--- src/rtl/core/scp_pkg.sv ---
package scp_pkg;

	localparam int FRAME_DEPTH = 8;
	// bytes that carry meaning: a motor frame is the longest decoded frame
	localparam int MOTOR_LEN = 7;
	localparam int IDX_W = $clog2(MOTOR_LEN);

	localparam logic [7:0] CH_SEMI = 8'h3B;
	localparam logic [7:0] CH_CR = 8'h0D;
	localparam logic [7:0] CH_LF = 8'h0A;
	localparam logic [7:0] CH_UP_M = 8'h4D;
	localparam logic [7:0] CH_UP_N = 8'h4E;
	localparam logic [7:0] CH_UP_P = 8'h50;
	localparam logic [7:0] CH_UP_F = 8'h46;
	localparam logic [7:0] CH_UP_B = 8'h42;
	localparam logic [7:0] CH_UP_S = 8'h53;
	localparam logic [7:0] CH_LO_N = 8'h6E;
	localparam logic [7:0] CH_LO_F = 8'h66;
	localparam logic [7:0] CH_LO_I = 8'h69;
	localparam logic [7:0] CH_ZERO = 8'h30;
	localparam logic [7:0] CH_TWO = 8'h32;
	localparam logic [7:0] CH_NINE = 8'h39;

	localparam logic [3:0] EV_NONE = 4'd0;
	localparam logic [3:0] EV_UNLOCK0 = 4'd1;
	localparam logic [3:0] EV_SHOOTER_ON = 4'd4;
	localparam logic [3:0] EV_SHOOTER_OFF = 4'd5;
	localparam logic [3:0] EV_SHOOT = 4'd6;
	localparam logic [3:0] EV_MOTOR = 4'd7;
	localparam logic [3:0] EV_MOTOR_ERR = 4'd8;

	localparam logic [1:0] DIR_STOP = 2'd0;
	localparam logic [1:0] DIR_FWD = 2'd1;
	localparam logic [1:0] DIR_BACK = 2'd2;

	localparam logic [6:0] THR_FULL = 7'd100;

	typedef logic [7:0] byte_t;
	typedef byte_t [MOTOR_LEN-1:0] frame_t;

	typedef struct packed {
		logic [1:0] dir;
		logic signed [7:0] angle;
		logic [6:0] throttle;
	} held_t;

	function automatic logic is_digit(input byte_t c);
		return (c >= CH_ZERO) && (c <= CH_NINE);
	endfunction

	// ascii digits 0x30..0x39 carry their value in the low nibble
	function automatic logic [6:0] two_digit(input byte_t hi, input byte_t lo);
		logic [6:0] h;
		logic [6:0] l;
		h = {3'b000, hi[3:0]};
		l = {3'b000, lo[3:0]};
		return (h << 3) + (h << 1) + l;
	endfunction

endpackage

--- src/rtl/core/scp_char_if.sv ---
interface scp_char_if;
	logic valid;
	logic ready;
	logic [7:0] rx_char;

	modport source(output valid, output rx_char, input ready);
	modport sink(input valid, input rx_char, output ready);
endinterface

--- src/rtl/core/scp_event_if.sv ---
interface scp_event_if;
	logic valid;
	logic ready;
	logic [3:0] event_code;
	logic [1:0] direction;
	logic signed [7:0] angle;
	logic [6:0] throttle;

	modport source(output valid, output event_code, output direction, output angle,
		output throttle, input ready);
	modport sink(input valid, input event_code, input direction, input angle,
		input throttle, output ready);
endinterface

--- src/rtl/core/scp_decode.sv ---
module scp_decode #(
	parameter int LEN_W = 4
) (
	input scp_pkg::frame_t frame,
	input logic [LEN_W-1:0] len,
	input scp_pkg::held_t held,
	output logic [3:0] event_code,
	output scp_pkg::held_t held_next
);

	logic err;
	logic neg;
	logic signed [7:0] ang_abs;

	assign ang_abs = {1'b0, scp_pkg::two_digit(frame[3], frame[4])};

	always_comb begin
		held_next = held;
		event_code = scp_pkg::EV_NONE;
		err = 1'b0;
		neg = 1'b0;
		if (len == LEN_W'(2)) begin
			if (frame[1] >= scp_pkg::CH_ZERO && frame[1] <= scp_pkg::CH_TWO) begin
				event_code = scp_pkg::EV_UNLOCK0 + {2'b00, frame[1][1:0]};
			end
		end else if (len == LEN_W'(3)) begin
			case (frame[2])
				scp_pkg::CH_LO_N: event_code = scp_pkg::EV_SHOOTER_ON;
				scp_pkg::CH_LO_F: event_code = scp_pkg::EV_SHOOTER_OFF;
				scp_pkg::CH_LO_I: event_code = scp_pkg::EV_SHOOT;
				default: event_code = scp_pkg::EV_NONE;
			endcase
		end else if (len == LEN_W'(scp_pkg::MOTOR_LEN)) begin
			// direction field only counts when the frame opens with 'M'
			if (frame[0] == scp_pkg::CH_UP_M) begin
				unique case (frame[1])
					scp_pkg::CH_UP_F: held_next.dir = scp_pkg::DIR_FWD;
					scp_pkg::CH_UP_B: held_next.dir = scp_pkg::DIR_BACK;
					scp_pkg::CH_UP_S: held_next.dir = scp_pkg::DIR_STOP;
					default: err = 1'b1;
				endcase
			end
			if (frame[2] == scp_pkg::CH_UP_N) begin
				neg = 1'b1;
			end else if (frame[2] != scp_pkg::CH_UP_P) begin
				err = 1'b1;
			end
			if (scp_pkg::is_digit(frame[3]) && scp_pkg::is_digit(frame[4])) begin
				held_next.angle = neg ? -ang_abs : ang_abs;
			end else begin
				err = 1'b1;
			end
			if (frame[5] == scp_pkg::CH_UP_M) begin
				held_next.throttle = scp_pkg::THR_FULL;
			end else if (scp_pkg::is_digit(frame[5]) && scp_pkg::is_digit(frame[6])) begin
				held_next.throttle = scp_pkg::two_digit(frame[5], frame[6]);
			end else begin
				err = 1'b1;
			end
			event_code = err ? scp_pkg::EV_MOTOR_ERR : scp_pkg::EV_MOTOR;
		end
	end

endmodule

--- src/rtl/core/serial_command_parser_top.sv ---
// channel | dir | payload                                  | beat when
// rx      | in  | rx_char[7:0]                             | rx.valid & rx.ready
// evt     | out | event_code, direction, angle, throttle   | evt.valid & evt.ready
//
// one character per cycle unless rx stalls; a character is held in the input
// register, folded into the frame state there; a ';' loads the result register.
// a ';' passes through the input register and then the result register to evt.valid.
// arst_n clears the frame length, held motor values and both valid flags.
// rx stalls only when a ';' waits in the input register behind an untaken result.
module serial_command_parser_top #(
	parameter int FRAME_DEPTH = scp_pkg::FRAME_DEPTH
) (
	input logic clk,
	input logic arst_n,
	scp_char_if.sink rx,
	scp_event_if.source evt
);

	localparam int LEN_W = $clog2(FRAME_DEPTH + 1);
	localparam logic [LEN_W-1:0] LEN_MAX = LEN_W'(FRAME_DEPTH);
	localparam logic [LEN_W-1:0] LEN_STORE = LEN_W'(scp_pkg::MOTOR_LEN);

	logic valid_s1;
	scp_pkg::byte_t char_s1;
	scp_pkg::frame_t frame_q;
	logic [LEN_W-1:0] len_q;
	scp_pkg::held_t held_q;
	scp_pkg::held_t held_next;
	logic [3:0] code_next;

	logic out_valid_q;
	logic [3:0] out_code_q;
	scp_pkg::held_t out_held_q;

	logic is_semi;
	logic is_eol;
	logic s1_fire;
	logic store;

	assign is_semi = (char_s1 == scp_pkg::CH_SEMI);
	assign is_eol = (char_s1 == scp_pkg::CH_CR) || (char_s1 == scp_pkg::CH_LF);
	assign s1_fire = valid_s1 && (!is_semi || !out_valid_q || evt.ready);
	assign rx.ready = !valid_s1 || s1_fire;
	assign store = s1_fire && !is_semi && !is_eol;

	always_ff @(posedge clk or negedge arst_n) begin
		if (!arst_n) begin
			valid_s1 <= 1'b0;
		end else if (rx.ready) begin
			valid_s1 <= rx.valid;
		end
	end

	always_ff @(posedge clk) begin
		if (rx.valid && rx.ready) begin
			char_s1 <= rx.rx_char;
		end
	end

	// bytes past the motor frame length never reach the decoder
	always_ff @(posedge clk) begin
		if (store && len_q < LEN_STORE) begin
			frame_q[len_q[scp_pkg::IDX_W-1:0]] <= char_s1;
		end
	end

	always_ff @(posedge clk or negedge arst_n) begin
		if (!arst_n) begin
			len_q <= '0;
			held_q <= '{dir: scp_pkg::DIR_STOP, angle: 8'sd0, throttle: 7'd0};
		end else if (s1_fire) begin
			if (is_semi) begin
				len_q <= '0;
				held_q <= held_next;
			end else if (!is_eol && len_q < LEN_MAX) begin
				len_q <= len_q + LEN_W'(1);
			end
		end
	end

	scp_decode #(
		.LEN_W(LEN_W)
	) u_decode (
		.frame(frame_q),
		.len(len_q),
		.held(held_q),
		.event_code(code_next),
		.held_next(held_next)
	);

	always_ff @(posedge clk or negedge arst_n) begin
		if (!arst_n) begin
			out_valid_q <= 1'b0;
		end else if (s1_fire && is_semi) begin
			out_valid_q <= 1'b1;
		end else if (evt.ready) begin
			out_valid_q <= 1'b0;
		end
	end

	always_ff @(posedge clk) begin
		if (s1_fire && is_semi) begin
			out_code_q <= code_next;
			out_held_q <= held_next;
		end
	end

	assign evt.valid = out_valid_q;
	assign evt.event_code = out_code_q;
	assign evt.direction = out_held_q.dir;
	assign evt.angle = out_held_q.angle;
	assign evt.throttle = out_held_q.throttle;

	a_len_bound: assert property (@(posedge clk) disable iff (!arst_n)
		len_q <= LEN_MAX)
		else $error("frame length beyond buffer depth");

	a_len_clear: assert property (@(posedge clk) disable iff (!arst_n)
		s1_fire && is_semi |=> len_q == '0)
		else $error("frame length not cleared after terminator");

	a_no_drop: assert property (@(posedge clk) disable iff (!arst_n)
		s1_fire && is_semi && out_valid_q |-> evt.ready)
		else $error("result overwritten before taken");

	a_motor_range: assert property (@(posedge clk) disable iff (!arst_n)
		evt.valid |-> (evt.angle >= -8'sd99) && (evt.angle <= 8'sd99)
			&& (evt.throttle <= scp_pkg::THR_FULL) && (evt.direction != 2'd3))
		else $error("held motor value out of range");

	a_code_range: assert property (@(posedge clk) disable iff (!arst_n)
		evt.valid |-> evt.event_code <= scp_pkg::EV_MOTOR_ERR)
		else $error("event code out of range");

endmodule

--- src/flat_wrapper.sv ---
// flat-port wrapper written by rule: the top's interface ports become plain ports
module serial_command_parser_top_flat 
#(
	parameter int FRAME_DEPTH = scp_pkg::FRAME_DEPTH
)
  (clk, arst_n, rx_valid, rx_rx_char, rx_ready, evt_valid, evt_event_code, evt_direction, evt_angle, evt_throttle, evt_ready);
  scp_char_if rx_i ();
  scp_event_if evt_i ();
  input logic clk;
  input logic arst_n;
  input wire logic [$bits(rx_i.valid)-1:0] rx_valid;
  input wire logic [$bits(rx_i.rx_char)-1:0] rx_rx_char;
  output wire logic [$bits(rx_i.ready)-1:0] rx_ready;
  output wire logic [$bits(evt_i.valid)-1:0] evt_valid;
  output wire logic [$bits(evt_i.event_code)-1:0] evt_event_code;
  output wire logic [$bits(evt_i.direction)-1:0] evt_direction;
  output wire logic [$bits(evt_i.angle)-1:0] evt_angle;
  output wire logic [$bits(evt_i.throttle)-1:0] evt_throttle;
  input wire logic [$bits(evt_i.ready)-1:0] evt_ready;
  assign rx_i.valid = rx_valid;
  assign rx_i.rx_char = rx_rx_char;
  assign rx_ready = rx_i.ready;
  assign evt_valid = evt_i.valid;
  assign evt_event_code = evt_i.event_code;
  assign evt_direction = evt_i.direction;
  assign evt_angle = evt_i.angle;
  assign evt_throttle = evt_i.throttle;
  assign evt_i.ready = evt_ready;
  serial_command_parser_top #(.FRAME_DEPTH(FRAME_DEPTH)) u_core (.clk(clk), .arst_n(arst_n), .rx(rx_i), .evt(evt_i));
endmodule
--- config.mk ---
export PLATFORM = sky130hd
export DESIGN_NAME = serial_command_parser_top_flat
export DESIGN_NICKNAME = d
export VERILOG_FILES = /design/src/rtl/core/scp_pkg.sv /design/src/rtl/core/scp_char_if.sv /design/src/rtl/core/scp_event_if.sv /design/src/rtl/core/scp_decode.sv /design/src/rtl/core/serial_command_parser_top.sv /design/src/flat_wrapper.sv
export SDC_FILE = /design/constraint.sdc
export NUM_CORES = 1
export LEC_CHECK = 0
export ABC_AREA = 1
export BUFFER_PORTS_ARGS = -buffer_cell sky130_fd_sc_hd__buf_2
export CORE_ASPECT_RATIO = 1.4
export CORE_MARGIN = 5
export CORE_UTILIZATION = 40
export CTS_CLUSTER_DIAMETER = 60
export CTS_CLUSTER_SIZE = 10
export DETAILED_ROUTE_END_ITERATION = 12
export GPL_TIMING_DRIVEN = 0
export PLACE_DENSITY_LB_ADDON = 0.15
export SYNTH_ARGS = -nofsm -noshare
export SYNTH_HDL_FRONTEND = slang
export SYNTH_HIERARCHICAL = 1
export SYNTH_SLANG_ARGS = --single-unit
--- constraint.sdc ---
create_clock -name clk -period 3 [get_ports clk]
set_input_delay 0.15 -clock clk [delete_from_list [all_inputs] [get_ports clk]]
set_output_delay 0.15 -clock clk [all_outputs]
set_load 0.05 [all_outputs]
==> flow_summary.toml, run 1 <==
[status]
status = "finished, final reports clean"

[layout]
final_core_util = 0.471
nets = 579
drive_gt1_frac = 0.129
final_area_sq_mm = 0.00585
mostFrequentLayoutCell = "nand2_1"
antenna_cells = 0
area_delta_synth_final_pct = 14.9
layout_common_cells = "nand2_1 (114), edfxtp_1 (85), inv_1 (72), nor2_1 (57), buf_2 (35)"

[synth]
synth-simple-area-share = 0.201
synth-compound-area-share = 0.0359
synthXorXnorAreaFrac = 0.0206
yosys_warnings = 6
postSynthCellCount = 489
synth_area_sq_mm = 0.00509
synth.avg_cell_area_sq_um = 10.4
synthMuxAreaShare = 0.00197
synthAdderAreaFrac = 0.0624
yosysSeqAreaShare = 0.614
ys_ff_latch = 108
synth_nets = 524
yosysUniqueCellTypes = 37
synth_top_family_by_area = "simple AND/OR/NAND/NOR gates"

[timing]
fin_tns_setup_ns = 0
clock_skew_ns = 0.0128
rsz0062_at_grt = "false"
fmax_mhz = 401
min_period_ns = 2.49
slew_headroom = 0.526
setup_viol = 0
tightest_slew_ns = 0.709
slew_violations = 0
finalCritPeriodShare = 0.832
finalHoldViolations = 0

[power]
p_int_mw = 2.45
seq_power_share = 0.542
p_switching_mw = 0.830
combPwrFrac = 0.097
peakVddDrop_v = 0.000383
pwr_density_cell_mw_per_mm2 = 561
clockPowerShare = 0.361
leakage_nw = 2.62
switching_share = 0.253

[worst_setup_path]
cp_slowest_cell = "fa_1"
path_buf_inv = 1
worst-setup-path-type = "reg2reg"
crit_top_cell = "fa_1"
max_stage_delay_ns = 0.47
worstPathRequired_ns = 3.10
cp_max_fo = 3
arrival_ns = 2.60
crit_path_start_kind = "flip-flop"
critical_path.top_delay_family = "adder cells"
worstPathCellList = "inv_1 > fa_1 > fa_1 > xnor2_1 > nor3_1 > nor2_1 > xor2_1 > a21oi_1"
worstSetupEndpointType = "flip-flop"

[clock_network]
cts_resized = 0
cts_buffers = 9
cts_tree = "yes"
htreeDepth = 3
clk_latency_ns = 0.35
clockBufferDepth = 2
root_buffer = "clkbuf_16"
clk_pin_slew_ns = 0.08
cts_sinks = 108

[route]
vias = 3375
wire_per_inst_microns = 14.0
vias_per_cell = 4.83
drtAntennaViolNets = 0
drt_iter0_drc = 141
wl_microns = 9790
drc_errors = 0
drtPass1Iterations = 4

[min_path]
hp-class = "in2reg"

[global_route]
grt_pass1_vias = 3321
grt_pass1_wl_microns = 16000
grtUsageTotal = 0.138
antenna_found_initial = 0
grt_overflow = 0
grt_max_degree = 31

[floorplanning]
die_height_microns = 144
dieWidth_microns = 105
placementRows = 48
coreArea_sq_mm = 0.0124
ioPinCount = 35
dieArea_sq_mm = 0.0151
start_util = 0.410

[place]
dpl-instance-area_sq_mm = 0.00545
io_buffers = 34
gp_congestion = 0.821
dp_hpwl_microns = 7240

[job]
drv_cap = 0
==> registers in the layout, summed over array words and instances, names as in the netlist, 2 cells and up <==
register / flops
u_core/len_q: 4
u_core/char_s1: 8
u_core/held_q: 17
u_core/frame_q: 56
u_core/evt.event_code: 4
u_core/evt.throttle: 7
u_core/evt.angle: 8
u_core/evt.direction: 2
==> worst register-to-register path: cells and delay by family (launching register included) <==
kind / cells / cell delay (ns)
compound gates: 1 / 0.10
xor+xnor: 2 / 0.48
fa+ha+maj: 2 / 0.93
buf+inv: 1 / 0.09
flops: 1 / 0.40
simple gates: 2 / 0.25
==> cell type report <==
| cell class | instances | area [sq um] |
|---|---|---|
| sequential | 108 | 3130 |
| multi-input combinational | 302 | 1640 |
| timing repair buffer | 44 | 270 |
| tap | 150 | 188 |
| buffer | 4 | 42.5 |
| clock buffer | 9 | 225 |
| fill | 1124 | 6580 |
| clock inverter | 7 | 75.1 |
| inverter | 75 | 282 |
==> synthesized netlist by cell type <==
| library cell | number | area share |
|---|---|---|
| or2_2 | 4 | 0.0049 |
| nand2_1 | 114 | 0.084 |
| fa_1 | 4 | 0.016 |
| a2bb2oi_1 | 1 | 0.0017 |
| nor2_2 | 2 | 0.0025 |
| nand4_1 | 4 | 0.0049 |
| nor2_4 | 1 | 0.0022 |
| o22ai_1 | 4 | 0.0049 |
| o21ai_0 | 6 | 0.0059 |
| mux2i_1 | 1 | 0.0020 |
| a31oi_1 | 2 | 0.0025 |
| inv_1 | 72 | 0.053 |
| edfxtp_1 | 85 | 0.50 |
| nor2_1 | 57 | 0.042 |
| ha_1 | 19 | 0.047 |
| a21oi_1 | 15 | 0.015 |
| and2_1 | 1 | 0.0012 |
| xnor2_1 | 3 | 0.0052 |
| nand3b_1 | 3 | 0.0044 |
| xor2_1 | 9 | 0.015 |
| inv_2 | 3 | 0.0022 |
| nand3_1 | 32 | 0.031 |
| buf_6 | 2 | 0.0044 |
| o21a_1 | 1 | 0.0015 |
| nor3_1 | 7 | 0.0069 |
| buf_8 | 1 | 0.0029 |
| a211oi_1 | 1 | 0.0015 |
| nor3b_1 | 1 | 0.0015 |
| dfrtp_1 | 23 | 0.11 |
| nor3_4 | 1 | 0.0032 |
| o211ai_1 | 1 | 0.0015 |
| o41ai_1 | 1 | 0.0017 |
| nor2b_4 | 1 | 0.0027 |
| nand2_2 | 4 | 0.0049 |
| nand4_2 | 1 | 0.0025 |
| nand3_2 | 1 | 0.0020 |
| buf_2 | 1 | 0.00098 |
==> logic make-up (layout without fill, tap and decap cells) <==
logic type / Yosys count / in the layout
xor gates and xnor gates: 12 / 12
AOI/OAI and AO/OA: 32 / 32
DFF: 108 / 108
buffers and inverters: 79 / 139
and+or+nand+nor: 234 / 234
adders and majority gates: 23 / 23
muxes: 1 / 1
==> layer usage <==
metal / vias to the layer above / share of wire / global-route usage
met5: - / 0 / 0
met3: 18 / 0.033 / 0.0243
met1: 1577 / 0.43 / 0.158
li1: 1715 / - / -
met4: 0 / 0.023 / 0.0698
met2: 65 / 0.51 / 0.247
==> repair_timing <==
action / 4_1_cts / 5_1_grt
buffers inserted: 0 / 0
hold buffers: 10 / 0
endpoints found under the hold margin: 32 / 0
==> worst paths after layout <==
check / startpoint / end / slack (ns) / cells past startpoint
max in group asynchronous: arst_n / u_core/held_q[1]$_DFFE_PN0P_ / 2.26 / 2
min in group asynchronous: arst_n / u_core/held_q[13]$_DFFE_PN0P_ / 0.32 / 2
hold / removal: evt_ready / u_core/evt.valid$_DFFE_PN0P_ / 0.10 / 4
hold reg to reg: u_core/held_q[12]$_DFFE_PN0P_ / u_core/held_q[12]$_DFFE_PN0P_ / 0.48 / 2
setup reg to reg: u_core/frame_q[26]$_DFFE_PP_ / u_core/evt.angle[5]$_DFFE_PP_ / 0.51 / 8
setup / recovery: u_core/frame_q[26]$_DFFE_PP_ / u_core/evt.angle[5]$_DFFE_PP_ / 0.51 / 8
==> power groups by stage <==
stage               clock network (mW)  registers (mW)  logic [mW]
floorplan                            0            1.78       0.240
global placement                     0            1.81       0.298
detailed placement                   0            1.81       0.309
CTS                               1.22            1.78       0.320
global route                      1.28            1.79       0.369
finish                            1.19            1.78       0.318
==> per-stage QoR <==
stage	power, mW	hold WS (ns)	setup WS (ns)	std cells
after floorplan	2.02	-0.146	0.670	489
after global placement	2.11	0.191	0.491	673
after detailed placement	2.12	0.195	0.471	673
after CTS	3.32	0.0936	0.473	699
after global routing	3.44	0.123	0.279	699
final	3.28	0.103	0.505	699
Power figures use the tool's default switching activity.
==> inputs of run 2 (changes only) <==
- ABC_AREA: 1 -> 0
- clock period: 3 -> 2.1 ns (I/O delays scaled with it)
==> run 2 against run 1 <==
Against the previous run:
- the flow now finishes with violations (setup timing)
- synthesized cell count down 29%
- sequential cell count unchanged
- setup slack got worse by 1.0 ns
- core utilization increased by 6.3 points
- power rose by 32%
- die area down 2.6%
- area after synthesis shrank 2.8%
- non-clock buffer count increased by 44
- clock-buffer cell count stayed put
- register-to-register slack got worse by 1.0 ns
- combinational power is 14% lower
- first-iteration DRC count shrank 48%
- critical path type unchanged
- critical endpoint is now u_core/held_q[13]$_DFFE_PN0P_
- highest routed layer unchanged
==> flow_summary.toml, run 2 <==
[worst_setup_path]
r2r_setup_slack_ns = -0.50
worstPathCellList = "inv_2 > fa_2 > fa_2 > nor4bb_4 > a311oi_2 > xnor2_1 > a21oi_1 > mux2_4"
worstPathRequired_ns = 2.33
cp_max_fo = 4
max_stage_delay_ns = 0.60
crit_top_cell = "fa_2"
crit_path_start_kind = "flip-flop"
rr_endpoint = "u_core/held_q[13]$_DFFE_PN0P_"
r2r_start = "u_core/frame_q[24]$_DFFE_PP_"
critical_path.top_delay_family = "adder cells"
cp_slowest_cell = "fa_2"
worst-setup-path-type = "reg2reg"
worstSetupEndpointType = "flip-flop"
rr_worst_depth = 8
arrival_ns = 2.82
path_buf_inv = 1

[clock_network]
clockBufferDepth = 2
cts_tree = "yes"
clk_latency_ns = 0.34
htreeDepth = 3
clk_pin_slew_ns = 0.07
cts_buffers = 9
cts_sinks = 108
root_buffer = "clkbuf_16"

[layout]
final_cells = 603
antenna_cells = 0
largest_register_ffs = 56
mostFrequentLayoutCell = "edfxtp_1"
drive_gt1_frac = 0.413
area_delta_synth_final_pct = 32.1
layout_common_cells = "edfxtp_1 (85), buf_2 (35), buf_4 (33), dfrtp_1 (20), inv_1 (18)"
nets = 483

[synth]
synth_area_leaders = "edfxtp_1 (52%), dfrtp_1 (12%), ha_1 (4.8%)"
yosysMostFrequentCell = "edfxtp_1"
synthXorXnorAreaFrac = 0.0212
synth_common_cells = "edfxtp_1 (85), inv_1 (27), dfrtp_1 (23)"
synth_top_flop_cell = "edfxtp_1"
synth.avg_cell_area_sq_um = 14.2
synth_top_area_frac = 0.516
synth-compound-area-share = 0.0885
synth_edf_count = 85
synth_top_family_by_area = "simple AND/OR/NAND/NOR gates"
yosysTopAreaCell = "edfxtp_1"
synth-simple-area-share = 0.124
yosys_warnings = 6
synth_nets = 384
synthMuxAreaShare = 0.0430
async_flop_share = 0.213
yosysSeqAreaShare = 0.632
synthAdderAreaFrac = 0.0642
ys_ff_latch = 108
postSynthCellCount = 349
synth_area_sq_mm = 0.00495
yosysUniqueCellTypes = 63

[floorplanning]
start_util = 0.404
coreArea_sq_mm = 0.0123
dieArea_sq_mm = 0.0147
placementRows = 48
dieWidth_microns = 104
ioPinCount = 35
die_height_microns = 142

[place]
dp_hpwl_microns = 6790
gp_congestion = 0.775
dp.cells = 533
io_buffers = 34

[power]
power_mw = 4.35
peakVddDrop_v = 0.000442
pwr_density_cell_mw_per_mm2 = 666
leakage_nw = 2.52

[min_path]
holdPathStages = 3
min_from = "evt_ready"
whs_endpoint = "u_core/evt.valid$_DFFE_PN0P_"
hp-class = "in2reg"

[route]
vias_per_cell = 5.23
drtAntennaViolNets = 0
drtPass1Iterations = 4
drc_errors = 0
wl_microns = 10200
wire_per_inst_microns = 16.9
drt_iter0_drc = 73
vias = 3154

[timing]
finalCritPeriodShare = 1.24
rsz0062_at_grt = "true"
fmax_mhz = 385
min_period_ns = 2.60
setup_slack_ns = -0.497
finalHoldViolations = 0
clock_skew_ns = 0.00699
slew_headroom = 0.594
slew_violations = 0
tightest_slew_ns = 0.609
setup_viol = 37

[global_route]
grt_pass1_vias = 3258
grt_max_degree = 24
antenna_found_initial = 0
grt_pass1_wl_microns = 16600
grtUsageTotal = 0.143
grt_overflow = 0

[status]
status = "finished, violations left"
failed_checks = "setup timing"

[job]
drv_cap = 0
==> run 2: final cells by class <==
class	count	area, sq um
multi-input cells	208	2120
repair buffers	87	646
inverters	28	111
repair inverters	1	7.51
clock buffers	9	225
well taps	150	188
plain buffers	5	32.5
fillers	1060	5720
clock inverters	7	73.8
flip-flops and latches	108	3130
==> run 2: per-stage QoR <==
step                      hold slack (ns)  TNS (ns)  setup WS (ns)  instance area, sq um   util
after global placement              0.157    -23.35         -0.533                  5410  0.442
after CTS                          0.0966    -10.14         -0.488                  6240  0.509
after global routing                0.147     -8.52         -0.576                  6540  0.533
after detailed placement            0.156    -26.75         -0.598                  5410  0.442
final                               0.118     -5.86         -0.497                  6540  0.533
after floorplan                    -0.191     -1.89         -0.375                  5060      -
==> run 2: worst max-delay path by stage <==
stage,startpoint,end,slack [ns],depth (start not counted)
CTS,u_core/frame_q[25]$_DFFE_PP_,u_core/held_q[13]$_DFFE_PN0P_,-0.49,10
detailed placement,u_core/frame_q[25]$_DFFE_PP_,u_core/held_q[14]$_DFFE_PN0P_,-0.60,10
finish,u_core/frame_q[24]$_DFFE_PP_,u_core/held_q[13]$_DFFE_PN0P_,-0.50,8
floorplan,u_core/frame_q[24]$_DFFE_PP_,u_core/held_q[13]$_DFFE_PN0P_,-0.37,8
global route,u_core/frame_q[24]$_DFFE_PP_,u_core/held_q[13]$_DFFE_PN0P_,-0.58,8
global placement,u_core/frame_q[25]$_DFFE_PP_,u_core/held_q[14]$_DFFE_PN0P_,-0.53,10
==> run 2: metal layers <==
layer  vias to the layer above  track usage  share of wire
li1                       1530            -              -
met1                      1555        0.164           0.40
met2                        53        0.254           0.54
met3                        16       0.0310          0.027
met4                         0       0.0675          0.031
met5                         -            0              0
==> run 2: kinds of logic (layout without fill, tap and decap cells) <==
group / Yosys count / in the layout
compound gates: 59 / 59
xor+xnor: 12 / 12
fa+ha+maj: 23 / 23
buf+inv: 33 / 137
flops: 108 / 108
mux: 19 / 19
simple gates: 95 / 95
==> run 2: worst reg2reg max path: stages, from the launching register on <==
cell      delay, ns
edfxtp_1       0.37
inv_2          0.06
fa_2           0.60
fa_2           0.49
nor4bb_4       0.18
a311oi_2       0.29
xnor2_1        0.14
a21oi_1        0.09
mux2_4         0.27
==> run 2: repair_timing <==
item                                    CTS  global route
buffers inserted                         33            11
endpoints found under the setup margin  115           113
pin swaps                                26            26
hold buffers                             10             0
gates resized for setup                  39            52
gates cloned                              0             1
hold endpoints to repair                 32             0
==> run 2: report_power, final <==
part | internal (mW) | switching [mW] | total (mW)
Combinational | 0.124 | 0.151 | 0.275
Sequential | 2.34 | 0.0640 | 2.41
Clock | 0.930 | 0.740 | 1.67
Total | 3.40 | 0.955 | 4.35
